[config.mk]
export PLATFORM = sky130hd
export DESIGN_NAME = ipv4_l4_header_extractor_top_flat
export DESIGN_NICKNAME = d
export VERILOG_FILES = /design/src/rtl/ihx_pkg.sv /design/src/rtl/ihx_byte_if.sv /design/src/rtl/ihx_result_if.sv /design/src/rtl/ihx_parser.sv /design/src/rtl/ihx_obuf.sv /design/src/rtl/ipv4_l4_header_extractor_top.sv /design/src/flat_wrapper.sv
export SDC_FILE = /design/constraint.sdc
export NUM_CORES = 1
export LEC_CHECK = 0
export ABC_AREA = 1
export BUFFER_PORTS_ARGS = -buffer_cell sky130_fd_sc_hd__buf_2
export CAP_MARGIN = 20
export CELL_PAD_IN_SITES_DETAIL_PLACEMENT = 0
export CELL_PAD_IN_SITES_GLOBAL_PLACEMENT = 2
export CORE_ASPECT_RATIO = 0.6
export CORE_UTILIZATION = 34
export DETAILED_ROUTE_END_ITERATION = 10
export HOLD_SLACK_MARGIN = 0.05
export PLACE_DENSITY_LB_ADDON = 0.1
export SYNTH_ARGS = -nofsm -noshare
export SYNTH_HDL_FRONTEND = slang
export SYNTH_SLANG_ARGS = --single-unit
export TNS_END_PERCENT = 100
[constraint.sdc]
create_clock -name clk -period 7 [get_ports clk]
set_clock_uncertainty 0.05 [all_clocks]
set_input_delay 1.05 -clock clk [delete_from_list [all_inputs] [get_ports clk]]
set_output_delay 1.05 -clock clk [all_outputs]
set_load 0.005 [all_outputs]
[src/rtl/ihx_pkg.sv]
package ihx_pkg;

  localparam logic [15:0] ETHERTYPE_IPV4 = 16'h0800;
  localparam logic [15:0] MIN_IPV4_FRAME = 16'd34;
  localparam logic [6:0]  ETH_HDR_BYTES  = 7'd14;
  localparam logic [6:0]  TCP_HDR_BYTES  = 7'd20;
  localparam logic [6:0]  UDP_HDR_BYTES  = 7'd8;

  localparam logic [15:0] POS_ETYPE_HI = 16'd12;
  localparam logic [15:0] POS_ETYPE_LO = 16'd13;
  localparam logic [15:0] POS_IHL      = 16'd14;
  localparam logic [15:0] POS_PROTO    = 16'd23;
  localparam logic [15:0] POS_SRC_LO   = 16'd26;
  localparam logic [15:0] POS_SRC_HI   = 16'd29;
  localparam logic [15:0] POS_DST_LO   = 16'd30;
  localparam logic [15:0] POS_DST_HI   = 16'd33;

  localparam logic [7:0] PROTO_ICMP = 8'd1;
  localparam logic [7:0] PROTO_TCP  = 8'd6;
  localparam logic [7:0] PROTO_UDP  = 8'd17;

  localparam logic [1:0] KIND_UNKNOWN = 2'd0;
  localparam logic [1:0] KIND_TCP     = 2'd1;
  localparam logic [1:0] KIND_UDP     = 2'd2;
  localparam logic [1:0] KIND_ICMP    = 2'd3;

  typedef struct packed {
    logic [1:0]  proto_kind;
    logic        addr_valid;
    logic [31:0] src_ip;
    logic [31:0] dst_ip;
    logic [15:0] src_port;
    logic [15:0] dst_port;
    logic [15:0] frame_length;
  } result_t;

endpackage

[src/rtl/ihx_byte_if.sv]
interface ihx_byte_if;
  logic       valid;
  logic       ready;
  logic [7:0] frame_byte;
  logic       last_byte;

  modport source (output valid, output frame_byte, output last_byte, input ready);
  modport sink (input valid, input frame_byte, input last_byte, output ready);
endinterface

[src/rtl/ihx_result_if.sv]
interface ihx_result_if;
  logic        valid;
  logic        ready;
  logic [1:0]  proto_kind;
  logic        addr_valid;
  logic [31:0] src_ip;
  logic [31:0] dst_ip;
  logic [15:0] src_port;
  logic [15:0] dst_port;
  logic [15:0] frame_length;

  modport source (
    output valid, output proto_kind, output addr_valid, output src_ip, output dst_ip,
    output src_port, output dst_port, output frame_length, input ready
  );
  modport sink (
    input valid, input proto_kind, input addr_valid, input src_ip, input dst_ip,
    input src_port, input dst_port, input frame_length, output ready
  );
endinterface

[src/rtl/ihx_parser.sv]
module ihx_parser
  import ihx_pkg::*;
#(
  parameter int MAX_FRAME_BYTES = 65535
) (
  input  logic       clk,
  input  logic       rst,
  input  logic       fire,
  input  logic [7:0] frame_byte,
  input  logic       last_byte,
  output logic       res_push,
  output result_t    res
);

  localparam logic [15:0] MaxBytes = 16'(MAX_FRAME_BYTES);

  logic [15:0] byte_index, byte_index_next;
  logic [15:0] ether_kind, ether_kind_next;
  logic [3:0]  hdr_words, hdr_words_next;
  logic [7:0]  ip_proto, ip_proto_next;
  logic [31:0] src_addr_reg, src_addr_reg_next;
  logic [31:0] dst_addr_reg, dst_addr_reg_next;
  logic [15:0] sport_reg, sport_reg_next;
  logic [15:0] dport_reg, dport_reg_next;

  logic        cap;
  logic [6:0]  off;
  logic [15:0] off_w;
  logic        ipv4_ok;

  always_comb begin
    cap = byte_index < MaxBytes;

    ether_kind_next   = ether_kind;
    hdr_words_next    = hdr_words;
    ip_proto_next     = ip_proto;
    src_addr_reg_next = src_addr_reg;
    dst_addr_reg_next = dst_addr_reg;
    sport_reg_next    = sport_reg;
    dport_reg_next    = dport_reg;
    byte_index_next   = byte_index;

    if (cap && byte_index == POS_IHL) begin
      hdr_words_next = frame_byte[3:0];
    end
    // port offset follows the header length as updated by this byte
    off   = ETH_HDR_BYTES + {1'b0, hdr_words_next, 2'b00};
    off_w = {9'd0, off};

    if (cap) begin
      byte_index_next = byte_index + 16'd1;
      if (byte_index == POS_ETYPE_HI || byte_index == POS_ETYPE_LO) begin
        ether_kind_next = {ether_kind[7:0], frame_byte};
      end
      if (byte_index == POS_PROTO) begin
        ip_proto_next = frame_byte;
      end
      if (byte_index >= POS_SRC_LO && byte_index <= POS_SRC_HI) begin
        src_addr_reg_next = {src_addr_reg[23:0], frame_byte};
      end
      if (byte_index >= POS_DST_LO && byte_index <= POS_DST_HI) begin
        dst_addr_reg_next = {dst_addr_reg[23:0], frame_byte};
      end
      if (byte_index == off_w || byte_index == off_w + 16'd1) begin
        sport_reg_next = {sport_reg[7:0], frame_byte};
      end
      if (byte_index == off_w + 16'd2 || byte_index == off_w + 16'd3) begin
        dport_reg_next = {dport_reg[7:0], frame_byte};
      end
    end

    ipv4_ok = ether_kind_next == ETHERTYPE_IPV4 && byte_index_next >= MIN_IPV4_FRAME;

    res              = '0;
    res.frame_length = byte_index_next;
    if (ipv4_ok) begin
      res.addr_valid = 1'b1;
      res.src_ip     = src_addr_reg_next;
      res.dst_ip     = dst_addr_reg_next;
      if (ip_proto_next == PROTO_TCP &&
          byte_index_next >= {9'd0, off + TCP_HDR_BYTES}) begin
        res.proto_kind = KIND_TCP;
        res.src_port   = sport_reg_next;
        res.dst_port   = dport_reg_next;
      end else if (ip_proto_next == PROTO_UDP &&
                   byte_index_next >= {9'd0, off + UDP_HDR_BYTES}) begin
        res.proto_kind = KIND_UDP;
        res.src_port   = sport_reg_next;
        res.dst_port   = dport_reg_next;
      end else if (ip_proto_next == PROTO_ICMP) begin
        res.proto_kind = KIND_ICMP;
      end
    end

    res_push = fire && last_byte;
  end

  always_ff @(posedge clk) begin
    if (rst || (fire && last_byte)) begin
      byte_index   <= '0;
      ether_kind   <= '0;
      hdr_words    <= '0;
      ip_proto     <= '0;
      src_addr_reg <= '0;
      dst_addr_reg <= '0;
      sport_reg    <= '0;
      dport_reg    <= '0;
    end else if (fire) begin
      byte_index   <= byte_index_next;
      ether_kind   <= ether_kind_next;
      hdr_words    <= hdr_words_next;
      ip_proto     <= ip_proto_next;
      src_addr_reg <= src_addr_reg_next;
      dst_addr_reg <= dst_addr_reg_next;
      sport_reg    <= sport_reg_next;
      dport_reg    <= dport_reg_next;
    end
  end

endmodule

[src/rtl/ihx_obuf.sv]
module ihx_obuf
  import ihx_pkg::*;
(
  input  logic    clk,
  input  logic    rst,
  input  logic    push,
  input  result_t push_data,
  output logic    in_ready,
  output logic    out_valid,
  input  logic    out_ready,
  output result_t out_data
);

  logic    skid_valid;
  result_t skid_data;
  logic    pop;

  assign in_ready = !skid_valid;
  assign pop      = out_valid && out_ready;

  always_ff @(posedge clk) begin
    if (rst) begin
      out_valid  <= 1'b0;
      skid_valid <= 1'b0;
    end else if (pop) begin
      if (skid_valid) begin
        out_data   <= skid_data;
        skid_valid <= 1'b0;
      end else begin
        out_valid <= push;
        out_data  <= push_data;
      end
    end else if (push) begin
      if (!out_valid) begin
        out_valid <= 1'b1;
        out_data  <= push_data;
      end else begin
        skid_valid <= 1'b1;
        skid_data  <= push_data;
      end
    end
  end

endmodule

[src/rtl/ipv4_l4_header_extractor_top.sv]
// channel     dir  payload
// byte_in     in   frame_byte[7:0], last_byte
// result_out  out  proto_kind, addr_valid, src_ip, dst_ip, src_port, dst_port,
//                  frame_length
//
// One byte accepted per cycle while byte_in.ready is high; a frame's result is
// formed combinationally from its last byte and the capture registers, then
// registered into a two-entry result buffer that keeps bytes flowing while a
// result waits; byte_in.ready drops only when both entries are full.
// rst is synchronous and clears the byte counter, captures and the buffer.
module ipv4_l4_header_extractor_top
  import ihx_pkg::*;
#(
  parameter int MAX_FRAME_BYTES = 65535
) (
  input logic          clk,
  input logic          rst,
  ihx_byte_if.sink     byte_in,
  ihx_result_if.source result_out
);

  logic    fire;
  logic    res_push;
  result_t res;
  result_t out_data;

  assign fire = byte_in.valid && byte_in.ready;

  ihx_parser #(
    .MAX_FRAME_BYTES(MAX_FRAME_BYTES)
  ) u_parser (
    .clk       (clk),
    .rst       (rst),
    .fire      (fire),
    .frame_byte(byte_in.frame_byte),
    .last_byte (byte_in.last_byte),
    .res_push  (res_push),
    .res       (res)
  );

  ihx_obuf u_obuf (
    .clk      (clk),
    .rst      (rst),
    .push     (res_push),
    .push_data(res),
    .in_ready (byte_in.ready),
    .out_valid(result_out.valid),
    .out_ready(result_out.ready),
    .out_data (out_data)
  );

  assign result_out.proto_kind   = out_data.proto_kind;
  assign result_out.addr_valid   = out_data.addr_valid;
  assign result_out.src_ip       = out_data.src_ip;
  assign result_out.dst_ip       = out_data.dst_ip;
  assign result_out.src_port     = out_data.src_port;
  assign result_out.dst_port     = out_data.dst_port;
  assign result_out.frame_length = out_data.frame_length;

endmodule

[src/flat_wrapper.sv]
// flat-port wrapper written by rule: the top's interface ports become plain ports
module ipv4_l4_header_extractor_top_flat import ihx_pkg::*;
#(
  parameter int MAX_FRAME_BYTES = 65535
)
  (clk, rst, byte_in_valid, byte_in_frame_byte, byte_in_last_byte, byte_in_ready, result_out_valid, result_out_proto_kind, result_out_addr_valid, result_out_src_ip, result_out_dst_ip, result_out_src_port, result_out_dst_port, result_out_frame_length, result_out_ready);
  ihx_byte_if byte_in_i ();
  ihx_result_if result_out_i ();
  input logic clk;
  input logic rst;
  input wire logic [$bits(byte_in_i.valid)-1:0] byte_in_valid;
  input wire logic [$bits(byte_in_i.frame_byte)-1:0] byte_in_frame_byte;
  input wire logic [$bits(byte_in_i.last_byte)-1:0] byte_in_last_byte;
  output wire logic [$bits(byte_in_i.ready)-1:0] byte_in_ready;
  output wire logic [$bits(result_out_i.valid)-1:0] result_out_valid;
  output wire logic [$bits(result_out_i.proto_kind)-1:0] result_out_proto_kind;
  output wire logic [$bits(result_out_i.addr_valid)-1:0] result_out_addr_valid;
  output wire logic [$bits(result_out_i.src_ip)-1:0] result_out_src_ip;
  output wire logic [$bits(result_out_i.dst_ip)-1:0] result_out_dst_ip;
  output wire logic [$bits(result_out_i.src_port)-1:0] result_out_src_port;
  output wire logic [$bits(result_out_i.dst_port)-1:0] result_out_dst_port;
  output wire logic [$bits(result_out_i.frame_length)-1:0] result_out_frame_length;
  input wire logic [$bits(result_out_i.ready)-1:0] result_out_ready;
  assign byte_in_i.valid = byte_in_valid;
  assign byte_in_i.frame_byte = byte_in_frame_byte;
  assign byte_in_i.last_byte = byte_in_last_byte;
  assign byte_in_ready = byte_in_i.ready;
  assign result_out_valid = result_out_i.valid;
  assign result_out_proto_kind = result_out_i.proto_kind;
  assign result_out_addr_valid = result_out_i.addr_valid;
  assign result_out_src_ip = result_out_i.src_ip;
  assign result_out_dst_ip = result_out_i.dst_ip;
  assign result_out_src_port = result_out_i.src_port;
  assign result_out_dst_port = result_out_i.dst_port;
  assign result_out_frame_length = result_out_i.frame_length;
  assign result_out_i.ready = result_out_ready;
  ipv4_l4_header_extractor_top #(.MAX_FRAME_BYTES(MAX_FRAME_BYTES)) u_core (.clk(clk), .rst(rst), .byte_in(byte_in_i), .result_out(result_out_i));
endmodule
# [After elaboration in Yosys (flattened, before gate mapping)]
# Cells that the tools add are included.
[word_totals] ff_bits=372 latchBits=0 mem_bits_rw=0 romBits=0 input_bits=13 out_inout_bits=117 word_cells=102 memories=0
[op_classes] addsub=7 mul=0 div_mod_pow=0 n_lt_le_gt_ge=8 eq_ne=14 shift=0 muxes=27 bitwise=2 reduce_logical=20
[ops] cell="2-to-1 mux 115 bit" count=4
[ops] cell="2-to-1 mux 32 bit" count=6
[ops] cell="2-to-1 mux 16 bit" count=7
[ops] cell="2-to-1 mux 99 bit" count=1
[ops] cell="equality test 16 x 4 -> 1 bit, second input constant" count=3
[ops] cell="equality test 16 x 8 -> 1 bit" count=3
[ops] cell="greater-or-equal comparator 16 x 5 -> 1 bit, second input constant" count=2
[ops] cell="greater-or-equal comparator 16 x 7 -> 1 bit" count=2
[ops] cell="adder 16 x 1 -> 16 bit, second input constant" count=1
[ops] cell="adder 7 x 2 -> 8 bit, second input constant" count=2
[ops] cell="equality test 16 x 12 -> 1 bit, second input constant" count=1
[ops] cell="equality test 16 x 5 -> 1 bit, second input constant" count=1
[ops] cell="equality test 16 x 7 -> 1 bit" count=1
[ops] cell="greater-or-equal comparator 16 x 6 -> 1 bit, second input constant" count=1
[ops] cell="<= comparator 16 x 5 -> 1 bit, second input constant" count=1
[ops] cell="<= comparator 16 x 6 -> 1 bit, second input constant" count=1
[ops] cell="< comparator 16 bit, second input constant" count=1
[ops] cell="2-to-1 mux 8 bit" count=2
[ops] cell="logical AND 1 bit" count=9
[ops] cell="adder 7 x 1 -> 8 bit, second input constant" count=1
[ops] cell="equality test 8 x 1 -> 1 bit, second input constant" count=1
[ops] cell="equality test 8 x 3 -> 1 bit, second input constant" count=1
[ops] cell="equality test 8 x 5 -> 1 bit, second input constant" count=1
[ops] cell="adder 4 x 6 -> 7 bit, first input constant" count=1
[ops] cell="15 further kinds" count=24

# [Logic depth before layout (Yosys ltp)]
# Gate-level depths: netlist of run 1.
[logic_depth] ltp_word=15 depth_mapped=26

# [Hierarchy]
# From an unflattened synthesis of run 1, not the netlist that was laid out.
[hier_totals] cells_unflattened=2015 area_unflattened_um2=17538.1
[by_module_without_submodules] mod="ihx_parser" n_inst=1 cells_per_inst=1384 area_per_inst_um2=8868.5
[by_module_without_submodules] mod="ihx_obuf" n_inst=1 cells_per_inst=629 area_per_inst_um2=8662.1
[by_module_without_submodules] mod="ipv4_l4_header_extractor_top" n_inst=1 cells_per_inst=2 area_per_inst_um2=7.5

# [Worst setup path before layout of run 1]
# OpenSTA, ideal clock, no wires.
[synth_path] kind="input to register" start="in byte_in_valid" end="reg u_core.u_obuf.skid_data[0] (netlist name), enable pin" arrival_ns=6.447 path_slack_ns=-0.087 path_stages=5 n_path_buf=1 path_cell_list="nand2_1 > inv_1 > clkbuf_1 > nand3_1 > nor2_1"
[synth_between] elab_chain_cells=3
[synth_rtl] element="start, declared" line="flat_wrapper.sv:11" text="input wire logic [$bits(byte_in_i.valid)-1:0] byte_in_valid;"
[synth_rtl] element="logical AND 1 bit" line="ipv4_l4_header_extractor_top.sv:27" text="assign fire = byte_in.valid && byte_in.ready;"
[synth_rtl] element="logical AND 1 bit" line="ihx_parser.sv:95" text="res_push = fire && last_byte;"
[synth_rtl] element="AND reduction 4 bit (no line)"
[synth_rtl] element="end signal, assigned" line="ihx_obuf.sv:39" text="skid_data <= push_data;"
[synth_rtl] element="end, declared" line="ihx_obuf.sv:15" text="result_t skid_data;"
# Every way passes these cells.
# A chain may end at the register's enable or synchronous reset.

==> metrics.log, run 1 <==
INFO  metric ant_nets = 0
INFO  metric asyncSetResetFlopFracSynth = 0
INFO  metric critical-path-slowest-cell = dfxtp_1
INFO  metric seq_area = 9750 sq um
INFO  metric finalMaxSlewViolations = 0
INFO  metric synth_simple_gate_area_frac = 0.209
INFO  metric multi_input_gate_area = 6300 sq um
INFO  metric worst_setup_path_start_kind = flop
INFO  metric switching_power = 1.28 mW
INFO  metric gr-total-overflow = 0
INFO  metric grt_pass1_wl = 77.8 mm
INFO  metric hold_buffers = 0
INFO  metric syn_area = 17,700 sq um
INFO  metric synth_nets = 2,084
INFO  metric clk_pin_slew_worst_paths = 60 ps
INFO  metric cell_taking_the_most_area_after_synthesis = edfxtp_1
INFO  metric path_delay_family = simple AND/OR/NAND/NOR gates
INFO  metric synth_top_cell_area_share = 0.391
INFO  metric final_period_minus_worst_setup_slack = 4620 ps
INFO  metric crit_path_max_incr_delay = 450 ps
INFO  metric antenna-diode-count = 0
INFO  metric numCtsBuffers = 39
INFO  metric worstSetupEndpointType = flop
INFO  metric vias = 13,800
INFO  metric cts.path.max_buffers = 3
INFO  metric status = completed
INFO  metric clock_tree.root_cell = clkbuf_16
INFO  metric seq_total_area_yosys = 0.552
INFO  metric routed_wl = 50.3 mm
INFO  metric ys_top_cells_by_area = edfxtp_1, dfxtp_1, nand2_1
INFO  metric critical_path.max_fanout = 16
INFO  metric worst_ir_drop_vdd = 0.000157 V
INFO  metric timing.hold.worst.class = reg2reg
INFO  metric floorplan.initialDensity = 0.346
INFO  metric core-area = 51,100 sq um
INFO  metric p_leak = 8.88 nW
INFO  metric synthCells = 2,053
INFO  metric portBuffers = 129
INFO  metric grt_use_total = 0.192
INFO  metric most_common_library_cell_in_the_layout_ignoring_fill_and_taps = nand2_1
INFO  metric layout-drive-gt1-share = 0.136
INFO  metric fmax = 217 MHz
INFO  metric critPathRequiredTime = 7240 ps
INFO  metric yosys-mux-area-fraction = 0.000637
INFO  metric timing_hold_violations_final = 0
INFO  metric synth_register_bits = 372
INFO  metric area_fraction_in_compound_gates_after_synthesis = 0.125
INFO  metric synthesis.area_per_instance = 8.61 sq um
INFO  metric post_cts_buffers = 0
INFO  metric routedWlPerCell = 17.6 microns
INFO  metric post_synth_num_cell_types = 41
INFO  metric post-place-cells = 2,780
INFO  metric total_die_area = 52,900 sq um
INFO  metric synthFlopType = edfxtp_1
INFO  metric die_wd = 296 microns
INFO  metric clkSinkCount = 372
INFO  metric grt_max_degree = 116
INFO  metric drt_drc = 0
INFO  metric path_class = reg2reg
INFO  metric fillerInstances = 5,252
INFO  metric design.final.nets = 2,159
INFO  metric synth_edf_count = 230
INFO  metric first_iter_violations = 997
INFO  metric setup-violations-final = 0
INFO  metric antenna_found_initial = 0
INFO  metric num_rows = 64
INFO  metric fin_hold_ws = 447 ps
INFO  metric gp_congestion = 0.839
INFO  metric biggestRegsByFlops = u_core.u_obuf.out_data x115, u_core.u_obuf.skid_data x115
INFO  metric layout-area-overhead-vs-synth = 13.4%
INFO  metric finalCritPeriodShare = 0.659
INFO  metric yosys_warnings = 0
INFO  metric share_of_synthesized_cell_area_in_full_adder_half_adder_and_majority_cells = 0.0127
INFO  metric post_layout_nonfiller_instances = 2,851
INFO  metric worstSkewPairLatency = 560 ps
INFO  metric max-cap-violations = 0
INFO  metric htreeDepth = 2
INFO  metric timing.setup.tns = 0 ps
INFO  metric viasPerCell = 4.82
INFO  metric crit_buf_inv = 5
INFO  metric max_slew.worst_pin.slew = 990 ps
INFO  metric die-height = 179 microns
INFO  metric main_combinational_cell_family_by_area_after_synthesis = simple AND/OR/NAND/NOR gates
INFO  metric synthXorXnorAreaFrac = 0.00644
INFO  metric top_level_ports = 130
INFO  metric most_used_cells_in_the_layout_excluding_fill_and_tap_cells = nand2_1, inv_1, edfxtp_1, nor2_1, dfxtp_1
INFO  metric first_global_vias = 12,900
INFO  metric clock_power_share = 0.417
INFO  metric number_of_iterations_in_the_first_detailed_routing_pass = 5
INFO  metric internal-power = 3.68 mW
INFO  metric dp_hpwl = 32.2 mm
INFO  metric timing.max_slew.rel_slack = 0.340
INFO  metric share_seq_of_total_power = 0.490
INFO  metric p_sw_frac = 0.258
INFO  metric cts_resized = 0
INFO  metric critPathArrivalTime = 4850 ps
INFO  metric share_comb_of_total_power = 0.092
INFO  metric pwr_density_cell = 247 nW/um^2
INFO  metric cts_tree = done
INFO  metric unrepaired_setup_endpoints_after_global_routing = no
[per-layer routing]
layer  share of wire  track usage
met5               0            0
met4           0.014       0.0348
met3           0.048       0.0297
met2            0.39        0.264
met1            0.55        0.309
[power by group through the flow]
stage	logic, mW	registers (mW)	clock network (mW)
after detailed placement	0.458	2.48	0
after global routing	0.519	2.44	2.22
after global placement	0.456	2.48	0
after CTS	0.461	2.43	2.13
final	0.457	2.43	2.07
after floorplan	0.322	2.47	0
[path summary, 6_finish.rpt]
kind | depth (start not counted) | from | slack [ps] | to
worst min register to register | 2 | u_core.u_parser.dst_addr_reg[25]$_SDFFE_PP0P_ | 450 | u_core.u_parser.dst_addr_reg[25]$_SDFFE_PP0P_
worst max-delay path | 25 | u_core.u_parser.byte_index[0]$_SDFFE_PP0P_ | 2380 | u_core.u_obuf.skid_data[19]$_DFFE_PP_
worst max register to register | 25 | u_core.u_parser.byte_index[0]$_SDFFE_PP0P_ | 2380 | u_core.u_obuf.skid_data[19]$_DFFE_PP_
worst min-delay path | 2 | u_core.u_parser.dst_addr_reg[25]$_SDFFE_PP0P_ | 450 | u_core.u_parser.dst_addr_reg[25]$_SDFFE_PP0P_
[cells by family (layout without fill, tap and decap cells)]
kind of cell	Yosys count	count (layout)
buffers and inverters	404	509
adders and majority gates	18	18
xor gates and xnor gates	13	13
and+or+nand+nor	863	863
muxes	1	1
DFF	372	372
AOI/OAI and AO/OA	382	382
[synthesized netlist by cell type, types with 12 or more instances]
cell      instances
a21oi_2          20
nand3_1          71
o21ai_0         120
inv_1           286
ha_1             18
a21oi_1         135
nand2_2          25
dfxtp_1         142
edfxtp_1        230
nor2_1          204
nor2_2           18
clkbuf_1         66
o211ai_1         69
xor2_1           12
buf_6            14
buf_2            13
nand2_1         480
nand4_1          45
o21ai_1          23
buf_1            15
[worst min-delay path: stages (launching register included)]
cell	delay, ps
dfxtp_1	320
o211ai_1	90
inv_1	50
[metrics by stage]
stage	total power, mW	setup slack [ps]	utilization	cell area [sq um]
final	4.96	2380	0.392	20000
after CTS	5.02	2400	0.392	20000
after floorplan	2.79	1840	-	17700
after detailed placement	2.94	2220	0.368	18800
after global routing	5.18	1870	0.392	20000
after global placement	2.93	2250	0.368	18800
[cell type report]
| cell class | instances | area share |
|---|---|---|
| clock inverter | 18 | 0.00724 |
| tap | 693 | 0.0433 |
| timing repair buffer | 147 | 0.0396 |
| inverter | 291 | 0.0549 |
| multi-input combinational | 1277 | 0.315 |
| sequential | 372 | 0.486 |
| clock buffer | 53 | 0.0539 |
No activity file was read; power rests on OpenSTA's default activity.
==> run 2, diff against run 1 <==
==> constraint.sdc (replaced) <==
create_clock -name clk -period 3.8 [get_ports clk]
set_clock_uncertainty 0.05 [all_clocks]
set_input_delay 0.57 -clock clk [delete_from_list [all_inputs] [get_ports clk]]
set_output_delay 0.57 -clock clk [all_outputs]
set_load 0.005 [all_outputs]
==> run 2 against run 1 <==
  * Clock power up 89%
  * Power increased by 89%
  * Final cell count rose by 2.9%
  * Highest routed layer unchanged
  * Sequential share of layout area is 2.8 points lower
  * Flip-flop and latch count stayed put
  * Worst hold slack lost 240 ps
  * Non-clock buffer count grew 81
==> metrics.log, run 2 (synthesis results as in run 1) <==
INFO  metric die_wd = 296 microns
INFO  metric setup-violations-final = 0
INFO  metric grt.met1_usage = 0.307
INFO  metric finalCritPeriodShare = 0.993
INFO  metric number_of_iterations_in_the_first_detailed_routing_pass = 5
INFO  metric antenna-diode-count = 0
INFO  metric core-area = 51,100 sq um
INFO  metric critical-path-top-cell-by-count = nand3_4
INFO  metric floorplan.initialDensity = 0.346
INFO  metric cts_tree = done
INFO  metric dp_hpwl = 32.6 mm
INFO  metric clkSinkCount = 372
INFO  metric die-height = 179 microns
INFO  metric biggestRegsByFlops = u_core.u_obuf.out_data x115, u_core.u_obuf.skid_data x115
INFO  metric most_common_library_cell_in_the_layout_ignoring_fill_and_taps = nand2_1
INFO  metric post-place-cells = 2,847
INFO  metric total_die_area = 52,900 sq um
INFO  metric critical_path.max_fanout = 6
INFO  metric share_seq_of_total_power = 0.478
INFO  metric grt_max_degree = 182
INFO  metric timing.hold.worst.class = in2reg
INFO  metric pwr_density_cell = 440 nW/um^2
INFO  metric drt_drc = 0
INFO  metric critical-path-slowest-cell = dfxtp_2
INFO  metric holdCritStartpoint = rst
INFO  metric clk_pin_slew_worst_paths = 60 ps
INFO  metric design.final.nets = 2,241
INFO  metric postLayoutCoreUtil = 0.416
INFO  metric num_rows = 64
INFO  metric fmax = 265 MHz
INFO  metric worst_setup_path_start_kind = flop
INFO  metric gp_congestion = 0.856
INFO  metric layout-drive-gt1-share = 0.198
INFO  metric crit_path_max_incr_delay = 320 ps
INFO  metric vias = 14,000
INFO  metric groute.layer.met2.usage = 0.262
INFO  metric share_comb_of_total_power = 0.105
INFO  metric status = completed
INFO  metric viasPerCell = 4.79
INFO  metric unrepaired_setup_endpoints_after_global_routing = yes
INFO  metric grt_most_used_layer = met1
INFO  metric routedWlPerCell = 17.5 microns
INFO  metric final_period_minus_worst_setup_slack = 3770 ps
INFO  metric fin_hold_ws = 210 ps
INFO  metric crit_buf_inv = 11
INFO  metric p_leak = 9.60 nW
INFO  metric cts.path.max_buffers = 3
INFO  metric fillerInstances = 5,179
INFO  metric clock_tree.root_cell = clkbuf_16
INFO  metric htreeDepth = 2
INFO  metric switching_power = 2.40 mW
INFO  metric most_used_cells_in_the_layout_excluding_fill_and_tap_cells = nand2_1, inv_1, edfxtp_1, nor2_1, dfxtp_1
INFO  metric worst_ir_drop_vdd = 0.000227 V
INFO  metric timing.setup.tns = 0 ps
INFO  metric worst_hold_path.endpoint = u_core.u_obuf.out_valid$_SDFFE_PP0P_
INFO  metric max-cap-violations = 0
INFO  metric gr-usage-met3 = 0.0267
INFO  metric hold-path-cell-count = 2
INFO  metric timing.max_slew.rel_slack = 0.287
INFO  metric path_delay_family = buffers and inverters
INFO  metric multi_input_gate_area = 6640 sq um
INFO  metric r2r-end = u_core.u_obuf.skid_data[23]$_DFFE_PP_
INFO  metric power.total = 9.35 mW
INFO  metric gr-total-overflow = 0
INFO  metric worstSkewPairLatency = 550 ps
INFO  metric grt_pass1_wl = 77.4 mm
INFO  metric ant_nets = 0
INFO  metric finalMaxSlewViolations = 0
INFO  metric internal-power = 6.95 mW
INFO  metric first_global_vias = 13,000
INFO  metric worstSetupEndpointType = flop
INFO  metric hold_buffers = 0
INFO  metric seq_area = 9750 sq um
INFO  metric routed_wl = 51.2 mm
INFO  metric numCtsBuffers = 40
INFO  metric critPathRequiredTime = 4150 ps
INFO  metric path_class = reg2reg
INFO  metric post_layout_nonfiller_instances = 2,934
INFO  metric ff2ff_path_depth = 26
INFO  metric grt_use_total = 0.191
INFO  metric clock_power_share = 0.418
INFO  metric antenna_found_initial = 1
INFO  metric reg2reg_from = u_core.u_parser.byte_index[0]$_SDFFE_PP0P_
INFO  metric first_iter_violations = 1,022
INFO  metric max_slew.worst_pin.slew = 1070 ps
INFO  metric portBuffers = 129
INFO  metric timing_hold_violations_final = 0
INFO  metric p_sw_frac = 0.256
INFO  metric critPathArrivalTime = 4130 ps
INFO  metric layout-area-overhead-vs-synth = 20.3%
INFO  metric reg2reg_slack = 30 ps
INFO  metric top_level_ports = 130
==> run 2: changes by cell type in the layout (fill, tap and decap cells not counted), moves of 5 or more <==
cell      before  now
a21oi_1      135  121
a21oi_2       20   32
buf_12         1   12
buf_4         17   80
clkinv_1      10    4
clkinv_2       4   10
inv_1        284  279
nand2_1      477  457
nand2_4        4   20
nand3_1       71   63
==> run 2: timing repair <==
action                                  4_1_cts  5_1_grt
hold endpoints to repair                      0        0
buffers inserted                              6        6
gates resized for setup                       5       87
pin swaps                                     4       29
cloned                                        0        3
endpoints found under the setup margin       66       67
==> run 2: area by class of cell <==
type,instances,share of cell area
Sequential cell,372,0.459
Multi-Input combinational cell,1277,0.312
Timing Repair Buffer,228,0.0756
Inverter,291,0.0522
Clock buffer,52,0.0511
Tap cell,693,0.0408
Clock inverter,21,0.00918
==> run 2: how the worst max path moves through the flow <==
| stage | cells after the start | to | startpoint | slack [ps] |
|---|---|---|---|---|
| finish | 26 | u_core.u_obuf.skid_data[23]$_DFFE_PP_ | u_core.u_parser.byte_index[0]$_SDFFE_PP0P_ | 30 |
| global route | 26 | u_core.u_obuf.out_data[41]$_DFFE_PP_ | u_core.u_parser.byte_index[1]$_SDFFE_PP0P_ | -170 |
| CTS | 26 | u_core.u_obuf.skid_data[16]$_DFFE_PP_ | u_core.u_parser.byte_index[0]$_SDFFE_PP0P_ | 8 |
| detailed placement | 25 | u_core.u_obuf.skid_data[16]$_DFFE_PP_ | u_core.u_parser.byte_index[0]$_SDFFE_PP0P_ | -340 |
| global placement | 25 | u_core.u_obuf.skid_data[16]$_DFFE_PP_ | u_core.u_parser.byte_index[0]$_SDFFE_PP0P_ | -270 |
| floorplan | 26 | u_core.u_obuf.out_data[38]$_DFFE_PP_ | u_core.u_parser.byte_index[0]$_SDFFE_PP0P_ | 20 |
==> run 2: layer usage <==
layer  up-vias  wire length [microns]
li1       7062                      -
met1      6623                  28100
met2       298                  19900
met3        62                   2420
met4         0                    840
met5         -                      0
==> run 2: power by group through the flow <==
stage,clock network (mW),registers [mW],logic (mW)
floorplan,0,4.55,0.594
global placement,0,4.55,0.922
detailed placement,0,4.55,0.928
CTS,4.05,4.46,0.940
global route,4.19,4.48,1.09
finish,3.91,4.46,0.978
==> run 2: through the flow <==
| step | cell area, sq um | setup slack, ps |
|---|---|---|
| 3_3_place_gp | 19400 | -275 |
| 2_1_floorplan | 17700 | 20.6 |
| 3_5_place_dp | 19400 | -344 |
| 5_1_grt | 21300 | -173 |
| 4_1_cts | 20800 | 8.27 |
| 6_report | 21300 | 25.2 |
